<file path="src/rtl/dsgr_pkg.sv">
// dsgr_pkg: shared types and constants for the drag stroke gesture recognizer
// used by dsgr_classify, dsgr_track and the top level; no dependencies

package dsgr_pkg;

    localparam int OFS_W           = 16;
    localparam int THR_W           = 8;
    localparam int REQ_W           = 2;
    localparam int ACT_W           = 3;
    localparam int MAX_STROKES_DEF = 2;
    localparam logic [THR_W-1:0] THR_RESET = 8'd8;

    typedef enum logic [REQ_W-1:0] {
        REQ_UPDATE = 2'd0,
        REQ_END    = 2'd1,
        REQ_CANCEL = 2'd2
    } req_t;

    typedef enum logic [2:0] {
        DIR_NONE  = 3'd0,
        DIR_RIGHT = 3'd1,
        DIR_LEFT  = 3'd2,
        DIR_DOWN  = 3'd3,
        DIR_UP    = 3'd4
    } dir_t;

    typedef enum logic [ACT_W-1:0] {
        ACT_NONE    = 3'd0,
        ACT_BACK    = 3'd1,
        ACT_FORWARD = 3'd2,
        ACT_NEWTAB  = 3'd3,
        ACT_CLOSE   = 3'd4,
        ACT_RELOAD  = 3'd5
    } act_t;

    typedef struct packed {
        logic [REQ_W-1:0]        req;
        logic signed [OFS_W-1:0] x;
        logic signed [OFS_W-1:0] y;
    } item_t;

    // classification of one update against the stored offset
    typedef struct packed {
        dir_t dir;
        logic over_thr;
    } step_t;

    typedef struct packed {
        act_t action;
        logic claimed;
    } res_t;

endpackage

</file>
<file path="src/rtl/dsgr_classify.sv">
// dsgr_classify: step delta direction and threshold test for one update
// combinational; depends on dsgr_pkg

module dsgr_classify
    import dsgr_pkg::*;
(
    input  logic signed [OFS_W-1:0] x,
    input  logic signed [OFS_W-1:0] y,
    input  logic signed [OFS_W-1:0] prev_x,
    input  logic signed [OFS_W-1:0] prev_y,
    input  logic [THR_W-1:0]        threshold,
    output step_t                   step
);

    logic signed [OFS_W:0] dx;
    logic signed [OFS_W:0] dy;
    logic [OFS_W:0]        dx_neg;
    logic [OFS_W:0]        dy_neg;
    logic [OFS_W-1:0]      ax;
    logic [OFS_W-1:0]      ay;
    logic [OFS_W-1:0]      mx;
    logic [OFS_W-1:0]      my;
    logic [OFS_W-1:0]      x_neg;
    logic [OFS_W-1:0]      y_neg;

    always_comb
    begin
        dx     = {x[OFS_W-1], x} - {prev_x[OFS_W-1], prev_x};
        dy     = {y[OFS_W-1], y} - {prev_y[OFS_W-1], prev_y};
        dx_neg = -dx;
        dy_neg = -dy;
        // step magnitude never exceeds 65535, so the sign bit drops out
        ax     = dx[OFS_W] ? dx_neg[OFS_W-1:0] : dx[OFS_W-1:0];
        ay     = dy[OFS_W] ? dy_neg[OFS_W-1:0] : dy[OFS_W-1:0];
        x_neg  = -x;
        y_neg  = -y;
        // most negative offset wraps to 32768, which is its true magnitude
        mx     = x[OFS_W-1] ? x_neg : x;
        my     = y[OFS_W-1] ? y_neg : y;

        step.over_thr = (mx > {{(OFS_W-THR_W){1'b0}}, threshold})
                     || (my > {{(OFS_W-THR_W){1'b0}}, threshold});

        if ({1'b0, ax} > {ay, 1'b0})
        begin
            step.dir = dx[OFS_W] ? DIR_LEFT : DIR_RIGHT;
        end
        else if ({1'b0, ay} > {ax, 1'b0})
        begin
            step.dir = dy[OFS_W] ? DIR_UP : DIR_DOWN;
        end
        else
        begin
            step.dir = DIR_NONE;
        end
    end

endmodule

</file>
<file path="src/rtl/dsgr_track.sv">
// dsgr_track: gesture state, stroke record and action lookup
// depends on dsgr_pkg and dsgr_classify

module dsgr_track
    import dsgr_pkg::*;
#(
    parameter int MAX_STROKES = MAX_STROKES_DEF
)
(
    input  logic             clk,
    input  logic             rst_n,
    input  logic             fire,
    input  item_t            item,
    input  logic [THR_W-1:0] threshold,
    output res_t             res
);

    localparam int CNT_W = $clog2(MAX_STROKES + 1);
    localparam int IDX_W = $clog2(MAX_STROKES);

    logic signed [OFS_W-1:0] prev_x_reg, prev_x_next;
    logic signed [OFS_W-1:0] prev_y_reg, prev_y_next;
    logic                    active_reg, active_next;
    dir_t                    cur_dir_reg, cur_dir_next;
    logic [CNT_W-1:0]        count_reg, count_next;
    dir_t                    dirs_reg [MAX_STROKES];
    logic                    rec;
    logic                    act_upd;
    step_t                   step;

    dsgr_classify u_classify (
        .x         (item.x),
        .y         (item.y),
        .prev_x    (prev_x_reg),
        .prev_y    (prev_y_reg),
        .threshold (threshold),
        .step      (step)
    );

    // action from the recorded run
    always_comb
    begin
        res.action  = ACT_NONE;
        res.claimed = active_reg;
        if (active_reg && count_reg == CNT_W'(1))
        begin
            case (dirs_reg[0])
                DIR_LEFT:  res.action = ACT_BACK;
                DIR_RIGHT: res.action = ACT_FORWARD;
                DIR_DOWN:  res.action = ACT_NEWTAB;
                default:   res.action = ACT_NONE;
            endcase
        end
        else if (active_reg && count_reg == CNT_W'(2))
        begin
            if (dirs_reg[0] == DIR_DOWN && dirs_reg[1] == DIR_RIGHT)
            begin
                res.action = ACT_CLOSE;
            end
            else if (dirs_reg[0] == DIR_UP && dirs_reg[1] == DIR_DOWN)
            begin
                res.action = ACT_RELOAD;
            end
        end
    end

    always_comb
    begin
        prev_x_next  = prev_x_reg;
        prev_y_next  = prev_y_reg;
        active_next  = active_reg;
        cur_dir_next = cur_dir_reg;
        count_next   = count_reg;
        act_upd      = active_reg | step.over_thr;
        rec          = 1'b0;
        if (fire)
        begin
            case (req_t'(item.req))
                REQ_UPDATE:
                begin
                    prev_x_next = item.x;
                    prev_y_next = item.y;
                    active_next = act_upd;
                    if (act_upd && count_reg < CNT_W'(MAX_STROKES)
                        && step.dir != DIR_NONE && step.dir != cur_dir_reg)
                    begin
                        rec          = 1'b1;
                        count_next   = count_reg + CNT_W'(1);
                        cur_dir_next = step.dir;
                    end
                end
                REQ_END, REQ_CANCEL:
                begin
                    // end while inactive leaves everything as it is
                    if (req_t'(item.req) == REQ_CANCEL || active_reg)
                    begin
                        prev_x_next  = '0;
                        prev_y_next  = '0;
                        active_next  = 1'b0;
                        cur_dir_next = DIR_NONE;
                        count_next   = '0;
                    end
                end
                default:
                begin
                end
            endcase
        end
    end

    always_ff @(posedge clk or negedge rst_n)
    begin
        if (!rst_n)
        begin
            prev_x_reg  <= '0;
            prev_y_reg  <= '0;
            active_reg  <= 1'b0;
            cur_dir_reg <= DIR_NONE;
            count_reg   <= '0;
        end
        else
        begin
            prev_x_reg  <= prev_x_next;
            prev_y_reg  <= prev_y_next;
            active_reg  <= active_next;
            cur_dir_reg <= cur_dir_next;
            count_reg   <= count_next;
        end
    end

    // entries are only read below the stroke count, so no reset
    always_ff @(posedge clk)
    begin
        if (rec)
        begin
            dirs_reg[count_reg[IDX_W-1:0]] <= step.dir;
        end
    end

endmodule

</file>
<file path="src/rtl/drag_stroke_gesture_recognizer_core.sv">
// drag_stroke_gesture_recognizer_core: top level with input and result registers
// depends on dsgr_pkg, dsgr_track and dsgr_classify
//
//  channel   | dir | handshake              | payload
//  ----------+-----+------------------------+---------------------------------------
//  s_axis    | in  | s_axis_tvalid/tready   | tdata: pos_x, pos_y; tuser: req
//  m_axis    | out | m_axis_tvalid/tready   | tdata: action; tuser: claimed
//  cfg       | in  | cfg_we                 | cfg_wdata: drag_threshold
//
// one item per clock while no drag end waits on a full result register; a drag
// end's result is loaded into the result register as the end leaves the input register
// reset clears the gesture state and sets the threshold to 8
// a stalled result register holds back only a drag end; updates and cancels
// keep flowing while a result waits

module drag_stroke_gesture_recognizer_core
    import dsgr_pkg::*;
#(
    parameter int MAX_STROKES = MAX_STROKES_DEF
)
(
    input  logic             clk,
    input  logic             rst_n,
    input  logic             s_axis_tvalid,
    output logic             s_axis_tready,
    input  logic [31:0]      s_axis_tdata,   // [15:0] pos_x, [31:16] pos_y
    input  logic [REQ_W-1:0] s_axis_tuser,   // [1:0] req_type
    output logic             m_axis_tvalid,
    input  logic             m_axis_tready,
    output logic [7:0]       m_axis_tdata,   // [2:0] action, [7:3] zero
    output logic             m_axis_tuser,   // [0] claimed
    input  logic             cfg_we,
    input  logic [THR_W-1:0] cfg_wdata
);

    logic [THR_W-1:0] thr_reg;
    logic             in_vld_reg;
    item_t            in_reg;
    logic             out_vld_reg;
    res_t             out_reg;
    res_t             res;
    logic             is_end;
    logic             out_ok;
    logic             proc_fire;
    logic             out_load;

    always_comb
    begin
        is_end        = (req_t'(in_reg.req) == REQ_END);
        out_ok        = !out_vld_reg || m_axis_tready;
        proc_fire     = in_vld_reg && (!is_end || out_ok);
        out_load      = proc_fire && is_end;
        s_axis_tready = !in_vld_reg || proc_fire;
        m_axis_tvalid = out_vld_reg;
        m_axis_tdata  = {5'd0, out_reg.action};
        m_axis_tuser  = out_reg.claimed;
    end

    dsgr_track #(
        .MAX_STROKES (MAX_STROKES)
    ) u_track (
        .clk       (clk),
        .rst_n     (rst_n),
        .fire      (proc_fire),
        .item      (in_reg),
        .threshold (thr_reg),
        .res       (res)
    );

    always_ff @(posedge clk or negedge rst_n)
    begin
        if (!rst_n)
        begin
            thr_reg     <= THR_RESET;
            in_vld_reg  <= 1'b0;
            out_vld_reg <= 1'b0;
        end
        else
        begin
            if (cfg_we)
            begin
                thr_reg <= cfg_wdata;
            end
            if (s_axis_tready)
            begin
                in_vld_reg <= s_axis_tvalid;
            end
            if (out_load)
            begin
                out_vld_reg <= 1'b1;
            end
            else if (m_axis_tready)
            begin
                out_vld_reg <= 1'b0;
            end
        end
    end

    always_ff @(posedge clk)
    begin
        if (s_axis_tvalid && s_axis_tready)
        begin
            in_reg.req <= s_axis_tuser;
            in_reg.x   <= s_axis_tdata[15:0];
            in_reg.y   <= s_axis_tdata[31:16];
        end
        if (out_load)
        begin
            out_reg <= res;
        end
    end

    // a drag end that finds the result register blocked stays put
    a_end_held: assert property (@(posedge clk) disable iff (!rst_n)
        in_vld_reg && is_end && !out_ok |=> in_vld_reg && req_t'(in_reg.req) == REQ_END)
        else $error("drag end dropped while result stalled");

    // an unclaimed result never carries an action
    a_unclaimed_none: assert property (@(posedge clk) disable iff (!rst_n)
        out_vld_reg && !out_reg.claimed |-> out_reg.action == ACT_NONE)
        else $error("unclaimed result with an action");

    // input side stalls only behind a drag end waiting on a full result register
    a_stall_cause: assert property (@(posedge clk) disable iff (!rst_n)
        !s_axis_tready |-> in_vld_reg && is_end && out_vld_reg && !m_axis_tready)
        else $error("input stalled without cause");

endmodule
</file>
<file path="config.mk">
export PLATFORM = sky130hd
export DESIGN_NAME = drag_stroke_gesture_recognizer_core
export DESIGN_NICKNAME = d
export VERILOG_FILES = /design/src/rtl/dsgr_pkg.sv /design/src/rtl/dsgr_classify.sv /design/src/rtl/dsgr_track.sv /design/src/rtl/drag_stroke_gesture_recognizer_core.sv
export SDC_FILE = /design/constraint.sdc
export NUM_CORES = 1
export LEC_CHECK = 0
export ABC_CLOCK_PERIOD_IN_PS = 7100
export BUFFER_PORTS_ARGS = -buffer_cell sky130_fd_sc_hd__buf_2
export CORE_ASPECT_RATIO = 0.9
export CORE_UTILIZATION = 42
export DETAILED_ROUTE_END_ITERATION = 7
export PLACE_DENSITY_LB_ADDON = 0.05
export SLEW_MARGIN = 10
export SYNTH_ARGS = -nofsm -noshare
export SYNTH_HDL_FRONTEND = slang
export SYNTH_SLANG_ARGS = --single-unit
export TNS_END_PERCENT = 100
</file>
<file path="constraint.sdc">
create_clock -name clk -period 7.1 [get_ports clk]
set_input_delay 0.71 -clock clk [delete_from_list [all_inputs] [get_ports clk]]
set_output_delay 0.71 -clock clk [all_outputs]
set_load 0.01 [all_outputs]
</file>
After elaboration in Yosys (flattened, before gate mapping)
Memory sizes are Yosys's and may differ from the RTL's.
Index checks and enable logic that the tools add are counted.
- flip-flop bits (word level): 86
- bits in writable memories: 6
- input bits: 47
- output and inout bits: 11
- word-level logic and storage cells: 96
- memories: 1
- add/subtract/negate cells: 7
- $lt $le $gt $ge: 5
- equal/unequal tests: 13
- multiplexer cells: 31
- bitwise gates (word level): 1
- reduce and logical (&&, ||, !) cells: 25
- memories (memory ; depth ; width ; read ports ; clocked after memory_dff ; write ports ; RTL line ; text):
    u_track.dirs_reg ; 2 ; 3 ; 2 ; 0 ; 1 ; dsgr_track.sv:26 ; dir_t dirs_reg [MAX_STROKES];
- operator list (kind ; number):
    16-bit 2-to-1 mux ; 5
    16-bit negator ; 4
    16-bit one-hot mux with 2 select lines ; 2
    16-bit by 17-bit greater-than comparator with 1-bit output ; 2
    16-bit by 16-bit subtractor with 17-bit output ; 2
    16-bit by 8-bit greater-than comparator with 1-bit output ; 2
    3-bit 2-to-1 mux ; 9
    1-bit logical AND ; 10
    3-bit by 2-bit == test with 1-bit output (second input constant) ; 3
    1-bit 2-to-1 mux ; 8
    3-bit by 1-bit == test with 1-bit output (second input constant) ; 2
    2-bit 2-to-1 mux ; 3
    2-bit one-hot mux with 3 select lines ; 1
    3-bit one-hot mux with 2 select lines ; 1
    1-bit logical OR ; 5
    2-bit by 1-bit == test with 1-bit output (second input constant) ; 2
    2-bit == test (second input constant) ; 2
    2-bit by 1-bit != test with 1-bit output (second input constant) ; 2
    2-bit one-hot mux with 2 select lines ; 1
    4-bit AND reduction ; 1
    2-bit nonzero test ; 2
    3-bit == test (second input constant) ; 1
    1-bit zero test ; 3
    3-bit != test ; 1
    other kinds (8) ; 8

Depth between registers and ports, before layout
- word-level depth: 14
- mapped depth: 26
- gate-level depth less buffers: 26

By module
Synthesis repeated with hierarchy kept, for this count alone.
- cell total of the unflattened synthesis: 903
- area, all modules: 8006.4 um^2
- by module, submodules not included (module ; instances ; cells each ; area each (um^2) ; seq. area each (um^2)):
    dsgr_classify ; 1 ; 632 ; 4302.9 ; 0.0
    dsgr_track ; 1 ; 199 ; 2060.7 ; 1131.1
    drag_stroke_gesture_recognizer_core ; 1 ; 72 ; 1642.8 ; 1392.6

Worst setup path before layout
OpenSTA, ideal clock, no wires.
- kind: register to register
- start point: reg in_reg[0] (netlist name)
- end point: reg u_track.count_reg[0]
- library setup time: 125 ps
- arrival: 5509 ps
- required time: 6975 ps
- path slack: 1466 ps
- stages on the path, launching flop included: 26
- buffers on the path: 1
- clock period less this slack: 5634 ps
- cell sequence: edfxtp_1 inv_1 ha_1 fa_1 nand2b_1 a21bo_2 a21o_1 a31oi_1 a2bb2oi_2 clkbuf_1 nor2_1 xnor2_1 ha_1 nor2b_1 o21a_1 o21ai_0 a21oi_1 a2111oi_0 o21ai_0 a21oi_1 o221ai_1 o31a_1 a211o_1 a32o_2 o31a_4 mux2_4
- cells in the longest elaborated chain, start to end: 11
- elaborated cells between the ends (all ways): 20
- those cells by class: 3 x add/sub; 3 x order compare; 2 x eq/ne; 5 x mux; 1 x bitwise; 6 x reduce/logical
- RTL lines (what ; RTL line ; text):
    16-bit by 16-bit subtractor with 17-bit output ; dsgr_classify.sv:29 ; dy = {y[OFS_W-1], y} - {prev_y[OFS_W-1], prev_y};
    16-bit negator ; dsgr_classify.sv:31 ; dy_neg = -dy;
    16-bit 2-to-1 mux ; dsgr_classify.sv:34 ; ay = dy[OFS_W] ? dy_neg[OFS_W-1:0] : dy[OFS_W-1:0];
    16-bit by 17-bit greater-than comparator with 1-bit output ; dsgr_classify.sv:48 ; else if ({1'b0, ay} > {ax, 1'b0})
    3-bit 2-to-1 mux ; dsgr_classify.sv:48 ;
    3-bit 2-to-1 mux ; dsgr_classify.sv:44 ; if ({1'b0, ax} > {ay, 1'b0})
    3-bit nonzero test ; dsgr_track.sv:85 ; && step.dir != DIR_NONE && step.dir != cur_dir_reg)
    1-bit logical AND ; dsgr_track.sv:85 ;
    1-bit logical AND (*) ; dsgr_track.sv:85 ;
    2-bit by 1-bit != test with 1-bit output (no source line) (*) ; - ;
    4-bit AND reduction (no source line) (*) ; - ;
    end signal, assigned ; dsgr_track.sv:127 ; count_reg <= count_next;
    end, declared ; dsgr_track.sv:25 ; logic [CNT_W-1:0] count_reg, count_next;
Mark *: on every way between the ends. The rest lies on a longest branch, timed or not.
A chain may end at the register's enable or synchronous reset.

Worst setup path after layout
- start point: reg in_reg[20] (netlist name)
- end point: reg u_track.cur_dir_reg[1]
- cells in the longest elaborated chain, start to end: 11
- elaborated cells between the ends (all ways): 22
- those cells by class: 3 x add/sub; 3 x order compare; 2 x eq/ne; 7 x mux; 1 x bitwise; 6 x reduce/logical
- RTL lines (what ; RTL line ; text):
    16-bit by 16-bit subtractor with 17-bit output ; dsgr_classify.sv:28 ; dx = {x[OFS_W-1], x} - {prev_x[OFS_W-1], prev_x};
    16-bit negator ; dsgr_classify.sv:30 ; dx_neg = -dx;
    16-bit 2-to-1 mux ; dsgr_classify.sv:33 ; ax = dx[OFS_W] ? dx_neg[OFS_W-1:0] : dx[OFS_W-1:0];
    16-bit by 17-bit greater-than comparator with 1-bit output ; dsgr_classify.sv:48 ;
    3-bit 2-to-1 mux ; dsgr_classify.sv:48 ;
    3-bit 2-to-1 mux ; dsgr_classify.sv:44 ;
    3-bit nonzero test ; dsgr_track.sv:85 ;
    1-bit logical AND (2 in a row) ; dsgr_track.sv:85 ;
    2-bit by 1-bit != test with 1-bit output (no source line) ; - ;
    4-bit AND reduction (no source line) ; - ;
    end signal, assigned ; dsgr_track.sv:126 ; cur_dir_reg <= cur_dir_next;
    end, declared ; dsgr_track.sv:24 ; dir_t cur_dir_reg, cur_dir_next;
Parallel ways exist; a longest one is shown, timed or not. The select of a mux whose other input is x is not followed.

==> results <==
- The via density per instance is 5.41.
- Entering global routing, the biggest net connects 67 pins.
- The data required time of the critical path is 7.33 ns.
- The register with the most flip-flops in the layout has 34 of them.
- The final hold violation count is 0.
- The total area inside the core boundary comes to 18500 µm².
- The number of hold buffers added after CTS is 0.
- The sequential area share after synthesis is 31.8%.
- The number of antenna violations at the first check in global routing came to 0.
- In this run the tightest slew margin relative to its limit is 53.0%.
- The combinational family with the most area after synthesis is compound AO/OA/AOI/OAI gates.
- After Yosys synthesis, and, or, nand and nor cells account for 19.1% of the synthesized area.
- The floorplan die width is 147 µm.
- The fill cell total of the finished layout is 1833.
- The maximum cell stage delay along the critical path is 0.55 ns.
- The post-synthesis area per instance is 8.69 µm².
- The critical path arrival is 6.26 ns.
- Power comes to 0.00318 W.
- From synthesis to final layout, the design area changed by 10.1%.
- The post-synthesis instance total is 914.
- The run finished with clean final reports.
- Global routing finished with a remaining overflow of 0.
- At the pin with the least slew margin, the transition time is 0.701 ns.
- The first global-routing pass estimated 31.8 mm of wire.
- The total DRC errors in the routed layout is 0.
- Leaving out filler cells and counting taps, the final layout contains 1210.
- The H-tree was split into 3 levels.
- The CTS tree is done.
- The largest fanout on the critical path is 6.
- The synthesized netlist contains 83 unique library cells.
- Counting the buffers created by CTS gives 9.
- The number of max-cap violations is 0.
- The critical path capture point type is a flop.
- Walking the worst path, the cells encountered are ha_1 -> a21oi_1 -> and2_1 -> nand2_1 -> o311ai_0 -> nand3_1 -> or3_1 -> nor3_1 -> nor2_1 -> xnor2_1 -> inv_1 -> ha_1 -> nand3_1 -> nor4_1 -> or3_1 -> o221ai_1 -> o31a_1 -> a211o_1 -> a32o_2 -> o31a_4 -> mux2_4.
- For the worst-skew pair, the clock arrives at the later sink with an insertion delay of 0.35 ns.
- The number of flops mapped to enable cells by yosys is 44.
- The number of violations reported at the end of detailed-routing iteration 0 is 317.
- The family with the most delay on the worst path is compound AO/OA/AOI/OAI gates.
- The maximum clock skew at final layout is 0.00982 ns.
- The HPWL after detailed placement is 15.5 mm.
- The setup total negative slack is 0 ns.
- The number of cell rows is 47.
- The worst setup path category is flop to flop.
- The post-synthesis sequential element count is 92.
- Setup violations remaining at the end of the flow were counted as 0.
- The worst hold margin is 0.467 ns.
- The post-route antenna net violation count is 0.
- The adder and majority cell fraction of the synthesized area is 14.1%.
- The net total in the final layout is 1095.
- The aggregate routed wire length is 19.4 mm.
- The number of buffers inserted by post-CTS setup repair is 0.
- Among all stages on the critical path, the largest delay is contributed by sky130_fd_sc_hd__o311ai_0.
- The post-synthesis cell area is 7940 µm².
- Clock tree synthesis found a total of 92 sinks.
- Based on the critical path, the design can be clocked at up to 166 MHz.
- In this run, post-CTS repair resized a total of 0 instances.
- For this run, asynchronously set or reset flops after synthesis account for 52.2%.
- The total iterations of the first detailed-routing run is 4.
- The starting density of the core is 43.0%.
- In this run, placement finished with an instance count of 1194.
- The post-route netlist has 10.2% of its cells at a drive strength greater than 1.
- Together, buffers and inverters on the worst path number 1.
- After clock tree synthesis, the clock-pin slew on the worst setup and hold paths is 0.07 ns.
- Setup repair after global routing left no endpoint under its margin.
- For this run, the leading register cell type out of synthesis is sky130_fd_sc_hd__dfrtp_1.
- The placer's final routability congestion estimate is 0.880.
- The synthesized netlist devotes 6.73% of its cell area to XOR and XNOR gates.
- Subtracting the final worst setup slack from the clock period gives 6.03 ns.
- The via count of the first global-routing pass is 6119.
- In the finished design, the share of the clock period the worst path needs comes to 84.9%.
- The count of port buffers added during placement is 52.
- The area of the die is 19500 µm².
- The antenna diode instance count is 0.
- The via count is 6545.
- The average detailed-routed wire length per instance is 16.1 µm.
- Measured along the y axis, the die boundary spans 132 µm.
- Dividing total power by cell area gives a power density of 364 nW/µm².
- The overall fraction of global-route tracks in use is 20.8%.
- For this design the static power due to leakage is 3.85 nW.
- The total number of yosys warnings is 0.
- The count of final max-slew check failures is 0.
- Of the post-synthesis cell area, the part taken by muxes is 1.35%.
- The worst-case vdd ir drop is 0.148 mV.
- The longest clock path from root to sink contains 2 buffers.
- The tightest min-delay check is of the primary input to async pin type.
- The synthesized netlist devotes 21.2% of its cell area to compound gates.
- The tree is rooted in a sky130_fd_sc_hd__clkbuf_16.
- The worst setup path is launched from a flop.
- For this design the top-level I/O count stands at 58.
[through the flow]
step / cell area [µm²] / worst slack (ns) / utilization [%]
after floorplan: 7960 / 1.47 / -
after global placement: 8450 / 1.18 / 45.8
after detailed placement: 8450 / 1.14 / 45.8
after CTS: 8740 / 1.11 / 47.3
after global routing: 8740 / 0.587 / 47.3
final: 8740 / 1.07 / 47.3
[cells by family (layout without fill, tap and decap cells)]
kind of cell | count (synthesis) | in the layout
buffers and inverters | 115 | 162
adders and majority gates | 88 | 88
xor gates and xnor gates | 61 | 61
AOI/OAI and AO/OA | 252 | 252
and+or+nand+nor | 296 | 296
muxes | 9 | 9
DFF | 92 | 92
other | 1 | 5
[path summary, 6_finish.rpt]
| kind | slack, ns | endpoint | start | cells past startpoint |
|---|---|---|---|---|
| setup / recovery | 1.07 | u_track.cur_dir_reg[1] | in_reg[20] | 21 |
| hold / removal | 0.47 | u_track.count_reg[0] | rst_n | 2 |
| setup reg to reg | 1.07 | u_track.cur_dir_reg[1] | in_reg[20] | 21 |
| hold reg to reg | 0.48 | u_track.prev_x_reg[11] | u_track.prev_x_reg[11] | 2 |
| max in group asynchronous | 6.17 | u_track.prev_y_reg[13] | rst_n | 2 |
| min in group clk | 0.48 | u_track.prev_x_reg[11] | u_track.prev_x_reg[11] | 2 |
[placed cells by master, fill, tap and decap left out, drive strengths merged, types with 19 or more instances in the layout]
| cell type | count |
|---|---|
| ha | 86 |
| inv | 90 |
| nand2 | 88 |
| xor2 | 22 |
| a21o | 23 |
| edfxtp | 44 |
| nand2b | 37 |
| nor2 | 49 |
| dfrtp | 47 |
| xnor2 | 39 |
| o21ai | 73 |
| buf | 60 |
| nand3 | 19 |
| a21oi | 49 |
[layout make-up]
type	count	area, µm²	share of cell area, %
tap	245	307	3.51
clock inverter	7	66.3	0.759
timing repair buffer	60	320	3.66
sequential	92	2520	28.9
inverter	86	323	3.69
multi-input combinational	711	4980	56.9
clock buffer	9	225	2.58
[routing by layer]
metal  up-vias  track usage [%]  part of all wire, %
met5         -                0                    0
met4         0             4.81                 0.98
met3        12             2.97                  2.7
met2       117             31.4                   43
met1      3051             31.1                   53
li1       3365                -                    -
[power breakdown]
part	total (W)	internal, W	switching, W
combinational	0.00199	0.000831	0.00116
clock	0.000484	0.000248	0.000236
sequential	0.000709	0.000650	0.0000590
[Yosys cell counts, types with 4 or more instances]
library cell	n	area, µm²
sky130_fd_sc_hd__a31oi_1	10	62.6
sky130_fd_sc_hd__o211a_1	4	40.0
sky130_fd_sc_hd__o31ai_1	12	90.1
sky130_fd_sc_hd__or3_1	15	93.8
sky130_fd_sc_hd__nand2_1	88	330
sky130_fd_sc_hd__a211o_1	5	43.8
sky130_fd_sc_hd__nor2_1	49	184
sky130_fd_sc_hd__dfrtp_1	47	1180
sky130_fd_sc_hd__buf_2	5	25.0
sky130_fd_sc_hd__o2111ai_1	7	61.3
sky130_fd_sc_hd__and2_1	11	68.8
sky130_fd_sc_hd__o21ai_0	72	360
sky130_fd_sc_hd__a21o_1	22	165
sky130_fd_sc_hd__xor2_1	22	193
sky130_fd_sc_hd__a21boi_0	5	37.5
sky130_fd_sc_hd__buf_4	5	37.5
sky130_fd_sc_hd__nor3_1	13	65.1
sky130_fd_sc_hd__ha_1	86	1080
sky130_fd_sc_hd__a21oi_1	47	235
sky130_fd_sc_hd__and3_1	11	68.8
sky130_fd_sc_hd__nand3_1	19	95.1
sky130_fd_sc_hd__edfxtp_1	44	1320
sky130_fd_sc_hd__nand2b_1	37	231
sky130_fd_sc_hd__a211oi_1	5	37.5
sky130_fd_sc_hd__nand4_1	14	87.6
sky130_fd_sc_hd__inv_1	86	323
sky130_fd_sc_hd__nor2b_1	11	68.8
sky130_fd_sc_hd__mux2i_1	4	40.0
sky130_fd_sc_hd__xnor2_1	39	342
sky130_fd_sc_hd__clkbuf_1	18	67.6
sky130_fd_sc_hd__nor4_1	5	31.3
sky130_fd_sc_hd__o21a_1	11	82.6
sky130_fd_sc_hd__o211ai_1	12	90.1
[worst reg2reg max path: stages, from the launching register on]
cell and delay, ns:
sky130_fd_sc_hd__edfxtp_1 0.49, sky130_fd_sc_hd__ha_1 0.43, sky130_fd_sc_hd__a21oi_1 0.24, sky130_fd_sc_hd__and2_1 0.24
sky130_fd_sc_hd__nand2_1 0.12, sky130_fd_sc_hd__o311ai_0 0.55, sky130_fd_sc_hd__nand3_1 0.21, sky130_fd_sc_hd__or3_1 0.39
sky130_fd_sc_hd__nor3_1 0.16, sky130_fd_sc_hd__nor2_1 0.09, sky130_fd_sc_hd__xnor2_1 0.24, sky130_fd_sc_hd__inv_1 0.07
sky130_fd_sc_hd__ha_1 0.30, sky130_fd_sc_hd__nand3_1 0.10, sky130_fd_sc_hd__nor4_1 0.47, sky130_fd_sc_hd__or3_1 0.18
sky130_fd_sc_hd__o221ai_1 0.09, sky130_fd_sc_hd__o31a_1 0.33, sky130_fd_sc_hd__a211o_1 0.31, sky130_fd_sc_hd__a32o_2 0.23
sky130_fd_sc_hd__o31a_4 0.37, sky130_fd_sc_hd__mux2_4 0.30
(Power assumes the default switching activity.)
